===== config.mk =====
export PLATFORM = sky130hd
export DESIGN_NAME = odi_walk
export DESIGN_NICKNAME = d
export VERILOG_FILES = /design/src/sv/odi_pkg.sv /design/src/sv/odi_walk.sv
export SDC_FILE = /design/constraint.sdc
export NUM_CORES = 1
export LEC_CHECK = 0
export BUFFER_PORTS_ARGS = -buffer_cell sky130_fd_sc_hd__buf_4
export CAP_MARGIN = 20
export CORE_AREA = 4 4 83 105
export CTS_CLUSTER_DIAMETER = 30
export DETAILED_ROUTE_END_ITERATION = 8
export DIE_AREA = 0 0 87 109
export GPL_TIMING_DRIVEN = 0
export PLACE_DENSITY = 0.91
export SYNTH_ARGS = -nofsm -noshare
export SYNTH_HDL_FRONTEND = slang
export SYNTH_SLANG_ARGS = --single-unit

===== constraint.sdc =====
create_clock -name clk -period 9.6 [get_ports clk]
set_input_delay 1.92 -clock clk [delete_from_list [all_inputs] [get_ports clk]]
set_output_delay 1.92 -clock clk [all_outputs]
set_load 0.01 [all_outputs]

===== src/sv/odi_pkg.sv =====
// Shared types, constants and helpers of the occupancy disk inflation block.
`default_nettype none
package odi_pkg;

	localparam int COORD_W = 8;
	localparam int VAL_W   = 8;
	localparam int CFG_W   = 9;
	localparam int RAD_W   = 4;
	localparam int CFG_IDX_W = 2;

	localparam int DEF_MAX_WIDTH  = 256;
	localparam int DEF_MAX_HEIGHT = 256;
	localparam int DEF_MAX_RADIUS = 15;

	localparam logic OP_WRITE = 1'b0;
	localparam logic OP_QUERY = 1'b1;

	localparam logic [CFG_IDX_W-1:0] REG_WIDTH  = 2'd0;
	localparam logic [CFG_IDX_W-1:0] REG_HEIGHT = 2'd1;
	localparam logic [CFG_IDX_W-1:0] REG_RADIUS = 2'd2;

	localparam logic [CFG_W-1:0] WIDTH_RESET  = 9'd256;
	localparam logic [CFG_W-1:0] HEIGHT_RESET = 9'd256;
	localparam logic [RAD_W-1:0] RADIUS_RESET = 4'd0;

	localparam logic signed [VAL_W-1:0] OCC_VALUE     = 8'sd100;
	localparam logic signed [VAL_W-1:0] UNKNOWN_VALUE = -8'sd1;
	localparam logic signed [VAL_W-1:0] FREE_VALUE    = 8'sd0;

	typedef struct packed {
		logic                      opcode;
		logic [COORD_W-1:0]        col;
		logic [COORD_W-1:0]        row;
		logic signed [VAL_W-1:0]   cell_value;
	} cmd_t;

	typedef struct packed {
		logic [COORD_W-1:0]        out_col;
		logic [COORD_W-1:0]        out_row;
		logic signed [VAL_W-1:0]   inflated_value;
		logic                      out_of_grid;
	} result_t;

	typedef struct packed {
		logic probe;
		logic last;
	} walk_stat_t;

	typedef enum logic [1:0] {
		ST_IDLE,
		ST_SCAN,
		ST_DRAIN,
		ST_CENTER
	} state_t;

	function automatic logic is_obstacle(input logic signed [VAL_W-1:0] v);
		return (v == OCC_VALUE) || (v == UNKNOWN_VALUE);
	endfunction

endpackage
`default_nettype wire


===== src/sv/odi_walk.sv =====
// Neighborhood walker: offset counters, incremental disk test, bounds check, address.
`default_nettype none
module odi_walk #(
	parameter int MAX_WIDTH  = odi_pkg::DEF_MAX_WIDTH,
	parameter int MAX_RADIUS = odi_pkg::DEF_MAX_RADIUS,
	parameter int AW         = 16,
	parameter int EW         = 9
) (
	input  logic                          clk,
	input  logic                          load,
	input  logic                          step,
	input  logic [odi_pkg::COORD_W-1:0]   col,
	input  logic [odi_pkg::COORD_W-1:0]   row,
	input  logic [odi_pkg::RAD_W-1:0]     radius,
	input  logic [EW-1:0]                 w_eff,
	input  logic [EW-1:0]                 h_eff,
	output odi_pkg::walk_stat_t           stat,
	output logic [AW-1:0]                 addr,
	output logic [AW-1:0]                 center_addr
);
	import odi_pkg::*;

	localparam int RW  = (MAX_RADIUS > 0) ? $clog2(MAX_RADIUS + 1) : 1;
	localparam int DW  = RW + 1;
	localparam int SQW = 2 * RW;
	localparam int RMX = (RW > RAD_W) ? RW : RAD_W;
	localparam int NW  = ((COORD_W > DW) ? COORD_W : DW) + 2;
	localparam int CW  = (NW > EW + 1) ? NW : EW + 1;

	// next square from the current one: (d+1)^2 = d^2 + 2d + 1
	function automatic logic [SQW-1:0] sq_next(input logic [SQW-1:0] sq,
			input logic signed [DW-1:0] d);
		logic signed [SQW+1:0] s;
		s = $signed({2'b00, sq}) + ((SQW+2)'(d) <<< 1) + (SQW+2)'(1);
		return s[SQW-1:0];
	endfunction

	logic [RMX-1:0]          rad_wide;
	logic [RW-1:0]           rad_eff;
	logic [SQW-1:0]          rad_sq;
	logic signed [DW-1:0]    neg_rad;
	logic signed [DW-1:0]    rad_s;

	logic [RW-1:0]           rad_q;
	logic [SQW-1:0]          rsq_q;
	logic signed [DW-1:0]    dx_q;
	logic signed [DW-1:0]    dy_q;
	logic [SQW-1:0]          dxsq_q;
	logic [SQW-1:0]          dysq_q;
	logic [COORD_W-1:0]      col_q;
	logic [COORD_W-1:0]      row_q;

	logic [SQW:0]            sq_sum;
	logic                    in_disk;
	logic signed [NW-1:0]    nc;
	logic signed [NW-1:0]    nr;
	logic signed [CW-1:0]    ncx;
	logic signed [CW-1:0]    nrx;
	logic signed [CW-1:0]    wx;
	logic signed [CW-1:0]    hx;
	logic                    in_bounds;

	assign rad_wide = (RMX'(radius) < RMX'(MAX_RADIUS)) ? RMX'(radius) : RMX'(MAX_RADIUS);
	assign rad_eff  = rad_wide[RW-1:0];
	assign rad_sq   = SQW'(rad_eff) * SQW'(rad_eff);
	assign neg_rad  = -$signed({1'b0, rad_eff});
	assign rad_s    = $signed({1'b0, rad_q});

	always_ff @(posedge clk) begin
		if (load) begin
			rad_q  <= rad_eff;
			rsq_q  <= rad_sq;
			dx_q   <= neg_rad;
			dy_q   <= neg_rad;
			dxsq_q <= rad_sq;
			dysq_q <= rad_sq;
			col_q  <= col;
			row_q  <= row;
		end else if (step) begin
			if (dx_q == rad_s) begin
				dx_q   <= -rad_s;
				dxsq_q <= rsq_q;
				dy_q   <= dy_q + DW'(1);
				dysq_q <= sq_next(dysq_q, dy_q);
			end else begin
				dx_q   <= dx_q + DW'(1);
				dxsq_q <= sq_next(dxsq_q, dx_q);
			end
		end
	end

	assign sq_sum  = {1'b0, dxsq_q} + {1'b0, dysq_q};
	assign in_disk = sq_sum <= {1'b0, rsq_q};

	assign nc  = $signed({{(NW-COORD_W){1'b0}}, col_q}) + NW'(dx_q);
	assign nr  = $signed({{(NW-COORD_W){1'b0}}, row_q}) + NW'(dy_q);
	assign ncx = CW'(nc);
	assign nrx = CW'(nr);
	assign wx  = $signed(CW'(w_eff));
	assign hx  = $signed(CW'(h_eff));
	assign in_bounds = (ncx >= 0) && (ncx < wx) && (nrx >= 0) && (nrx < hx);

	assign stat.probe = in_disk && in_bounds;
	assign stat.last  = (dx_q == rad_s) && (dy_q == rad_s);

	assign addr        = AW'(nr) * AW'(MAX_WIDTH) + AW'(nc);
	assign center_addr = AW'(row_q) * AW'(MAX_WIDTH) + AW'(col_q);

endmodule
`default_nettype wire


Word-level counts from Yosys, hierarchy flattened. Cells that the tools add are included. Widths: inputs -> output; s select.

Eq/ne operators: 2. $lt $le $gt $ge: 6. Muxes and demuxes: 13. Add/sub/neg operators: 13. $mul: 1. Reductions and logical operators: 8.

Operators by type and width (count): $mux 8 (6); $mux 5 (6); $add 9x5->10 (2); $ge 10x1->1 const B (2); $lt 10x10->1 (2); $add 16x10->16 (1); $add 16x8->16 (1); $add 8x2->8 const B (2); $add 8x6->8 (2); $add 5x2->5 const B (2); $eq 5x5->1 (2); $neg 4->5 (2); $add 8x8->9 (1); $le 9x8->1 (1); $mul 4x4->8 (1); $logic_and 1x1->1 (5); $lt 4x4->1 const B (1); $mux 4 (1); $reduce_bool 2->1 (2); $reduce_and 2->1 (1).

Flip-flop bits (word level): 54. Output and inout bits: 34. Logic and storage cells: 51.

Longest topological paths before layout. Gate-level depths: netlist (run 1).

Word-level depth: 6. Mapped depth: 18. Mapped depth without buffers: 18.

Least setup slack after synthesis (run 1). OpenSTA, ideal clock, no wires.

Path kind: register -> output. Start: register dx_q[3]. End: output port addr[15]. Slack: 3.969 ns. Arrival: 3.711 ns. Stages on the path, launching flop included: 15. Path buffers: 0. Cell sequence: edfxtp_1 > ha_1 > a21o_1 > a311oi_1 > o21bai_1 > a21o_1 > a21oi_2 > xnor2_1 > ha_1 > a21o_1 > a21oi_1 > o21ai_0 > o41ai_1 > xnor2_2 > xor2_1.

Cells in the longest elaborated chain, start to end: 2.

Ends and longest elaborated chain: from (decl) (RTL line odi_walk.sv:46) `logic signed [DW-1:0] dx_q;`; from (signal assigned) (RTL line odi_walk.sv:73) `dx_q <= neg_rad;`; from (signal assigned) (RTL line odi_walk.sv:81) `dx_q <= -rad_s;`; from (signal assigned) (RTL line odi_walk.sv:86) `dx_q <= dx_q + DW'(1);`; $add 9x5->10 (RTL line odi_walk.sv:95) `assign nc = $signed({{(NW-COORD_W){1'b0}}, col_q}) + NW'(dx_q);`; $add 16x10->16 (RTL line odi_walk.sv:106) `assign addr = AW'(nr) * AW'(MAX_WIDTH) + AW'(nc);`; to (decl) (RTL line odi_walk.sv:18) `output logic [AW-1:0] addr,`.

No other way between the ends.

Worst setup path after layout (run 1). Same ends and word-level chain as after synthesis.

==> flow_summary.yaml, run 1 <==
synthesis:
  share_of_the_yosys_chip_area_belonging_to_registers: 0.3289
  synth-seq-cells: 52
  yosys.cell_types.count: 44
  syn_inst: 479
  synth_async_sr_flop_share: 0
  post_synth_main_area_contributors: "edfxtp_1 (33%), ha_1 (20%), xnor2_1 (6.8%)"
  yosys_warnings: 0
  synth_enable_flop_cells: 52
  mapped_nets: 603
  ys.flop_type: "edfxtp_1"
  synth_largest_type_area_fraction: 0.3289
  syn-cell-area_mm2: 0.004748
  post_synth.cell_area_avg_um2: 9.913
  yosysTopAreaCell: "edfxtp_1"
global_routing:
  grt.total_usage: 0.2597
  grt_first_pass_wirelength_um: 19190
  number_of_global_route_vias_before_repair: 4203
  grt_start_max_net_pins: 28
  grt.overflow.total: 0
  initial_antenna_violation_count: 0
die:
  core-area_mm2: 0.007702
  floorplan.die_area_mm2: 0.009483
  pin_count: 75
  start_util: 0.6165
  number_of_rows_created_at_floorplan: 36
  die_x_um: 87
  floorplan.die.height_um: 109
clocking:
  tritoncts: "yes"
  cts-hold-fix-buffers: 0
  post_cts_resized: 0
  cts-buffers-inserted: 5
  htreeDepth: 2
  cts_post_setup_buffers_inserted: 0
  cell_chosen_for_the_clock_root: "clkbuf_8"
  clk_latency_ns: 0.32
  cts_num_sinks: 52
  max-clock-path-buffers: 2
  clk_pin_slew_ns: 0.10
worst_setup_path:
  endpoint_kind: "output port"
  critical_path.startpoint_type: "flop"
  worst_path_top_cell_family_by_delay: "compound AO/OA/AOI/OAI gates"
  crit_path_frequent_cell: "a21o_1"
  timing.critical_path.cells: "ha_1 > a21o_1 > a311oi_1 > o21bai_1 > a21o_1 > a21oi_2 > xnor2_1 > ha_1 > a21o_1 > a21oi_1 > o21ai_0 > o41ai_1 > xnor2_2 > xor2_1 > buf_4"
  max_stage_delay_ns: 0.52
  worst_path_arrival_ns: 4.60
  cp_data_required_time_ns: 7.68
  worst_path_max_delay_cell: "edfxtp_1"
  timing_worst_setup_path_type: "reg2out"
  worstPathBufferInverterCount: 1
  timing.critical_path.fanout_max: 9
detailed_routing:
  dr.first_iter.drc_count: 171
  ant_nets: 0
  via_count: 3858
  drt_wl_total_um: 11590
  detail_route.vias_per_cell: 5.890
  route.detailed.drc: 0
  routed_wire_length_per_instance_um: 17.69
  detailedRoute.firstPassIterationCount: 4
cells_and_area:
  area_delta_synth_final_pct: 15.84
  num-nets-final: 684
  n_antenna_cell: 0
  fraction_of_final_layout_cells_sized_beyond_drive_strength_1: 0.1625
  fin_cells: 655
place:
  place.port_buffers: 74
  detailedPlacementHpwl_um: 9199
  place.detailed.instances: 648
  routabilityCongestion: 0.9341
timing:
  finalWorstPathRequiredPeriod_ns: 6.522
  highest_clock_rate_mhz: 153.3
  maxSlewHeadroom: 0.3660
  final_min_period_over_clock_period: 0.6793
  final-hold-violation-count: 0
  max_slew_vio_count: 0
  grt_setup_unrepaired: "no"
  skew_ns: 0.01423
  timing_worst_slew_pin_value_ns: 0.9443
  setup_tns_ns: 0
  final-setup-viol-count: 0
power_and_ir_drop:
  power_density_mw_per_mm2: 211.8
  static-leakage-power_nw: 2.561
  power.clock.fraction: 0.107
  worst_ir_drop_vdd_uv: 160.9
  comb_power_share: 0.607
  netSwitchingPower_mw: 0.4754
  pwr-share-seq: 0.286
  switching_part_of_the_total_power: 0.4081
  cell_internal_pwr_mw: 0.6896
min_path:
  timing.hold.worst.class: "reg2reg"
run:
  timing.max_cap.violations: 0
run_status:
  run_status: "complete, no violations"
==> Yosys cell counts, drive strengths merged, types with 11 or more instances <==
| library cell | instances |
|---|---|
| edfxtp | 52 |
| a21o | 23 |
| nand2 | 18 |
| nor3 | 11 |
| nor2 | 24 |
| o21ai | 32 |
| xor2 | 20 |
| xnor2 | 38 |
| inv | 46 |
| a21oi | 39 |
| ha | 76 |
| clkbuf | 12 |
==> worst paths after layout <==
path / startpoint / depth (start not counted) / slack (ns) / end
setup / recovery: dx_q[3] / 15 / 3.08 / addr[15]
setup reg to reg: rad_q[2] / 6 / 6.91 / dysq_q[3]
hold / removal: rsq_q[4] / 2 / 0.65 / dxsq_q[4]
hold reg to reg: rsq_q[4] / 2 / 0.65 / dxsq_q[4]
==> power by group through the flow <==
stage | clock (mW) | sequential, mW | combinational (mW)
final | 0.125 | 0.334 | 0.707
after global routing | 0.135 | 0.337 | 0.794
after CTS | 0.128 | 0.333 | 0.705
after detailed placement | 0 | 0.338 | 0.695
after global placement | 0 | 0.336 | 0.656
after floorplan | 0 | 0.326 | 0.491
==> layout by cell type (no fill, tap or decap), types with 3 or more instances in the layout <==
cell type	synthesis	final
nor2b_1	9	9
clkbuf_8	0	5
o21bai_1	7	7
nand2b_1	9	9
a21oi_1	38	38
nor3_1	9	9
nand3_1	9	9
nand2_1	18	18
a31oi_1	3	3
mux2i_1	4	4
clkbuf_1	11	12
nand3b_1	4	4
xor2_1	20	20
fa_1	7	7
o21a_1	7	7
edfxtp_1	52	52
xnor2_1	37	37
a21o_1	23	23
nor2_1	24	24
inv_1	46	46
ha_1	76	76
buf_4	0	74
a211oi_1	3	3
o21ai_0	32	32
==> registers in the layout, summed over array words and instances (netlist names) <==
| signal | cells |
|---|---|
| dx_q | 5 |
| dysq_q | 8 |
| dxsq_q | 8 |
| col_q | 8 |
| rad_q | 4 |
| row_q | 8 |
| rsq_q | 6 |
| dy_q | 5 |
==> logic make-up after synthesis <==
kind of cell | Yosys count | synth area share
flops | 52 | 0.3289
simple gates | 96 | 0.1038
mux | 6 | 0.01318
compound gates | 125 | 0.1681
fa+ha+maj | 83 | 0.2298
xor+xnor | 58 | 0.1086
buf+inv | 59 | 0.04769
==> per-layer routing <==
layer	track usage	vias up	share of wire
li1	-	1874	-
met1	0.2735	1782	0.35
met2	0.4729	156	0.53
met3	0.03855	46	0.064
met4	0.1670	0	0.054
met5	0	-	0
==> through the flow <==
step / cell area [µm²] / setup WS (ns) / total power [mW] / hold slack, ns / utilization
detailed placement: 5423 / 3.511 / 1.033 / 0.6261 / 0.7040
floorplan: 4748 / 3.969 / 0.8172 / 0.5673 / -
CTS: 5500 / 3.127 / 1.166 / 0.6381 / 0.7141
global placement: 5423 / 3.534 / 0.9920 / 0.6110 / 0.7040
finish: 5500 / 3.078 / 1.165 / 0.6494 / 0.7141
global route: 5500 / 2.695 / 1.266 / 0.6786 / 0.7141
==> worst register-to-register path: stages (launching register included) <==
cell and delay, ns:
edfxtp_1 0.37, clkbuf_1 0.19, xnor2_1 0.22, nand3_1 0.11
nor3_2 0.38, clkbuf_1 0.45, a21o_1 0.62
==> area by class of cell <==
| class | instances | area [µm²] |
|---|---|---|
| multi-input combinational | 368 | 2960 |
| fill | 559 | 2202 |
| sequential | 52 | 1562 |
| timing repair buffer | 74 | 555.5 |
| inverter | 46 | 172.7 |
| tap | 95 | 118.9 |
| clock buffer | 6 | 72.57 |
| buffer | 13 | 53.80 |
| clock inverter | 1 | 5.005 |
(Power assumes the default switching activity.)
==> inputs of run 2 (changes only) <==
--- a/config.mk
+++ b/config.mk
@@ -5,14 +5,15 @@
 export SDC_FILE = /design/constraint.sdc
 export NUM_CORES = 1
 export LEC_CHECK = 0
+export ABC_AREA = 1
 export BUFFER_PORTS_ARGS = -buffer_cell sky130_fd_sc_hd__buf_4
 export CAP_MARGIN = 20
-export CORE_AREA = 4 4 83 105
+export CORE_AREA = 4 4 88 110
 export CTS_CLUSTER_DIAMETER = 30
 export DETAILED_ROUTE_END_ITERATION = 8
-export DIE_AREA = 0 0 87 109
+export DIE_AREA = 0 0 92 114
 export GPL_TIMING_DRIVEN = 0
-export PLACE_DENSITY = 0.91
+export PLACE_DENSITY = 0.86
 export SYNTH_ARGS = -nofsm -noshare
 export SYNTH_HDL_FRONTEND = slang
 export SYNTH_SLANG_ARGS = --single-unit
==> constraint.sdc (replaced) <==
create_clock -name clk -period 6.8 [get_ports clk]
set_input_delay 1.36 -clock clk [delete_from_list [all_inputs] [get_ports clk]]
set_output_delay 1.36 -clock clk [all_outputs]
set_load 0.01 [all_outputs]
==> run 2 against run 1 <==
Net effect:
- area after synthesis is 4.6% higher
- combinational power is 49% higher
- largest cell class unchanged
- via count increased by 16%
- design area is 5.3% higher
- critical endpoint is now addr[14]
- largest power group unchanged
- clock skew is 0.0067 ns lower
==> flow_summary.yaml, run 2 <==
run_status:
  run_status: "complete, no violations"
place:
  detailedPlacementHpwl_um: 10200
  place.detailed.instances: 792
  place.port_buffers: 74
  routabilityCongestion: 0.9272
global_routing:
  grt.total_usage: 0.2400
  grt_first_pass_wirelength_um: 20180
  groute.layer.met2.usage: 0.4790
  grt_start_max_net_pins: 33
  grt.overflow.total: 0
  grt_most_used_layer: "met2"
  initial_antenna_violation_count: 0
  use_met1: 0.2525
  number_of_global_route_vias_before_repair: 4489
  gr-usage-met3: 0.02441
detailed_routing:
  via_count: 4469
  routed_wire_length_per_instance_um: 15.83
  route.detailed.drc: 0
  ant_nets: 0
  dr.first_iter.drc_count: 305
  drt_wl_total_um: 12660
  detail_route.vias_per_cell: 5.586
  detailedRoute.firstPassIterationCount: 5
synthesis:
  synth_async_sr_flop_share: 0
  mapped_nets: 721
  synth_enable_flop_cells: 52
  syn_inst: 597
  post_synth.cell_area_avg_um2: 8.322
  synth_largest_type_area_fraction: 0.3143
  syn-cell-area_mm2: 0.004969
  share_of_the_yosys_chip_area_belonging_to_registers: 0.3143
  synth.cells.most_frequent: "nand2_1 (113), inv_1 (95), ha_1 (76)"
  synth-seq-cells: 52
  yosys_warnings: 0
  yosys.cell_types.count: 39
  yosysTopAreaCell: "edfxtp_1"
  ys.flop_type: "edfxtp_1"
  post_synth_main_area_contributors: "edfxtp_1 (31%), ha_1 (19%), nand2_1 (8.5%)"
  yosys.cell_count.top_type: "nand2_1"
min_path:
  min-delay-start: "rsq_q[2]"
  timing.hold.worst.class: "reg2reg"
timing:
  highest_clock_rate_mhz: 190.3
  setup_tns_ns: 0
  final-setup-viol-count: 0
  finalWorstPathRequiredPeriod_ns: 5.254
  skew_ns: 0.007544
  maxSlewHeadroom: 0.5535
  final-hold-violation-count: 0
  final_min_period_over_clock_period: 0.7727
  final_hold_slack_ns: 0.6638
  grt_setup_unrepaired: "no"
  timing_worst_slew_pin_value_ns: 0.6652
  max_slew_vio_count: 0
worst_setup_path:
  cp_data_required_time_ns: 5.44
  worst_path_arrival_ns: 3.89
  timing_worst_setup_path_type: "reg2out"
  timing.critical_path.fanout_max: 8
  regToRegStartpoint: "dx_q[4]"
  timing.critical_path.cells: "ha_1 > fa_1 > nand3_1 > nand2_1 > nand4_1 > o311ai_0 > xor2_1 > ha_1 > inv_1 > fa_1 > o21ai_0 > nand2_1 > a21oi_1 > nor2_1 > xnor2_1 > buf_4"
  worst_path_max_delay_cell: "edfxtp_1"
  endpoint_kind: "output port"
  worstPathBufferInverterCount: 2
  worst_path_top_cell_family_by_delay: "adder cells"
  max_stage_delay_ns: 0.55
  critical_path.startpoint_type: "flop"
  first_element_of_the_critical_path: "dx_q[0]"
power_and_ir_drop:
  power_density_mw_per_mm2: 299.2
  totalPowerFinal_mw: 1.733
  static-leakage-power_nw: 2.945
  worst_ir_drop_vdd_uv: 144.7
cells_and_area:
  layout.area.seq_mm2: 0.001562
  n_antenna_cell: 0
  utilization: 0.6693
  fraction_of_final_layout_cells_sized_beyond_drive_strength_1: 0.1485
  area_delta_synth_final_pct: 16.57
  multiInputGateArea_mm2: 0.003000
  fin_cells: 800
  layout.cells.most_common_list: "nand2_1 (113), inv_1 (95), ha_1 (76), buf_4 (75), edfxtp_1 (52)"
  num-nets-final: 803
  commonest_non_fill_non_tap_cell_in_the_layout: "nand2_1"
  fillCellCount: 693
run:
  timing.max_cap.violations: 0
clocking:
  cts-hold-fix-buffers: 0
  clk_latency_ns: 0.31
  tritoncts: "yes"
  post_cts_resized: 0
  cts_num_sinks: 52
  htreeDepth: 2
  cts-buffers-inserted: 5
  cts_post_setup_buffers_inserted: 0
  cell_chosen_for_the_clock_root: "clkbuf_8"
  clk_pin_slew_ns: 0.09
  max-clock-path-buffers: 2
die:
  floorplan.die.height_um: 114
  number_of_rows_created_at_floorplan: 38
  core-area_mm2: 0.008653
  floorplan.die_area_mm2: 0.01049
  die_x_um: 92
  pin_count: 75
  start_util: 0.5742
-- run 2: final timing paths --
| kind | end | slack (ns) | depth (start not counted) |
|---|---|---|---|
| setup / recovery | addr[14] | 1.55 | 16 |
| hold / removal | dxsq_q[2] | 0.66 | 2 |
| hold reg to reg | dxsq_q[2] | 0.66 | 2 |
| setup reg to reg | dysq_q[4] | 4.27 | 6 |
-- run 2: cell type report --
cell class,count,area share
sequential,52,0.2696
buffer,8,0.006049
clock inverter,3,0.006481
timing repair buffer,75,0.09786
tap,120,0.02592
inverter,99,0.06416
multi-input combinational,438,0.5180
clock buffer,5,0.01188
-- run 2: cells by family after synthesis --
group,synth area share
XOR/XNOR,0.08638
flip-flops,0.3143
multiplexers,0.002015
adder cells (fa/ha/maj),0.2196
AND/OR/NAND/NOR,0.1806
buffers and inverters,0.08184
AO/OA/AOI/OAI,0.1153
-- run 2: per-stage QoR --
step	instance area (µm²)	setup slack [ns]
floorplan	4969	2.367
global placement	5674	2.030
detailed placement	5685	1.962
CTS	5792	1.605
global route	5792	1.314
finish	5792	1.546
-- run 2: power by group --
group | internal, mW | leakage, nW | switching (mW)
Sequential | 0.415 | 0.519 | 0.0528
Clock | 0.108 | 0.0532 | 0.108
Combinational | 0.455 | 2.37 | 0.595
Total | 0.977 | 2.94 | 0.755
-- run 2: metal layers --
layer	vias up	wire, µm	part of all wire
met4	0	414	0.033
li1	2178	-	-
met1	2065	4704	0.37
met2	185	6795	0.54
met5	-	0	0
met3	41	749	0.059
-- run 2: worst register-to-register path, delay by kind of cell, from the launching register on --
kind,cells,cell delay (ns)
AO/OA/AOI/OAI,1,0.54
buffers and inverters,3,0.73
AND/OR/NAND/NOR,2,0.43
flip-flops,1,0.54
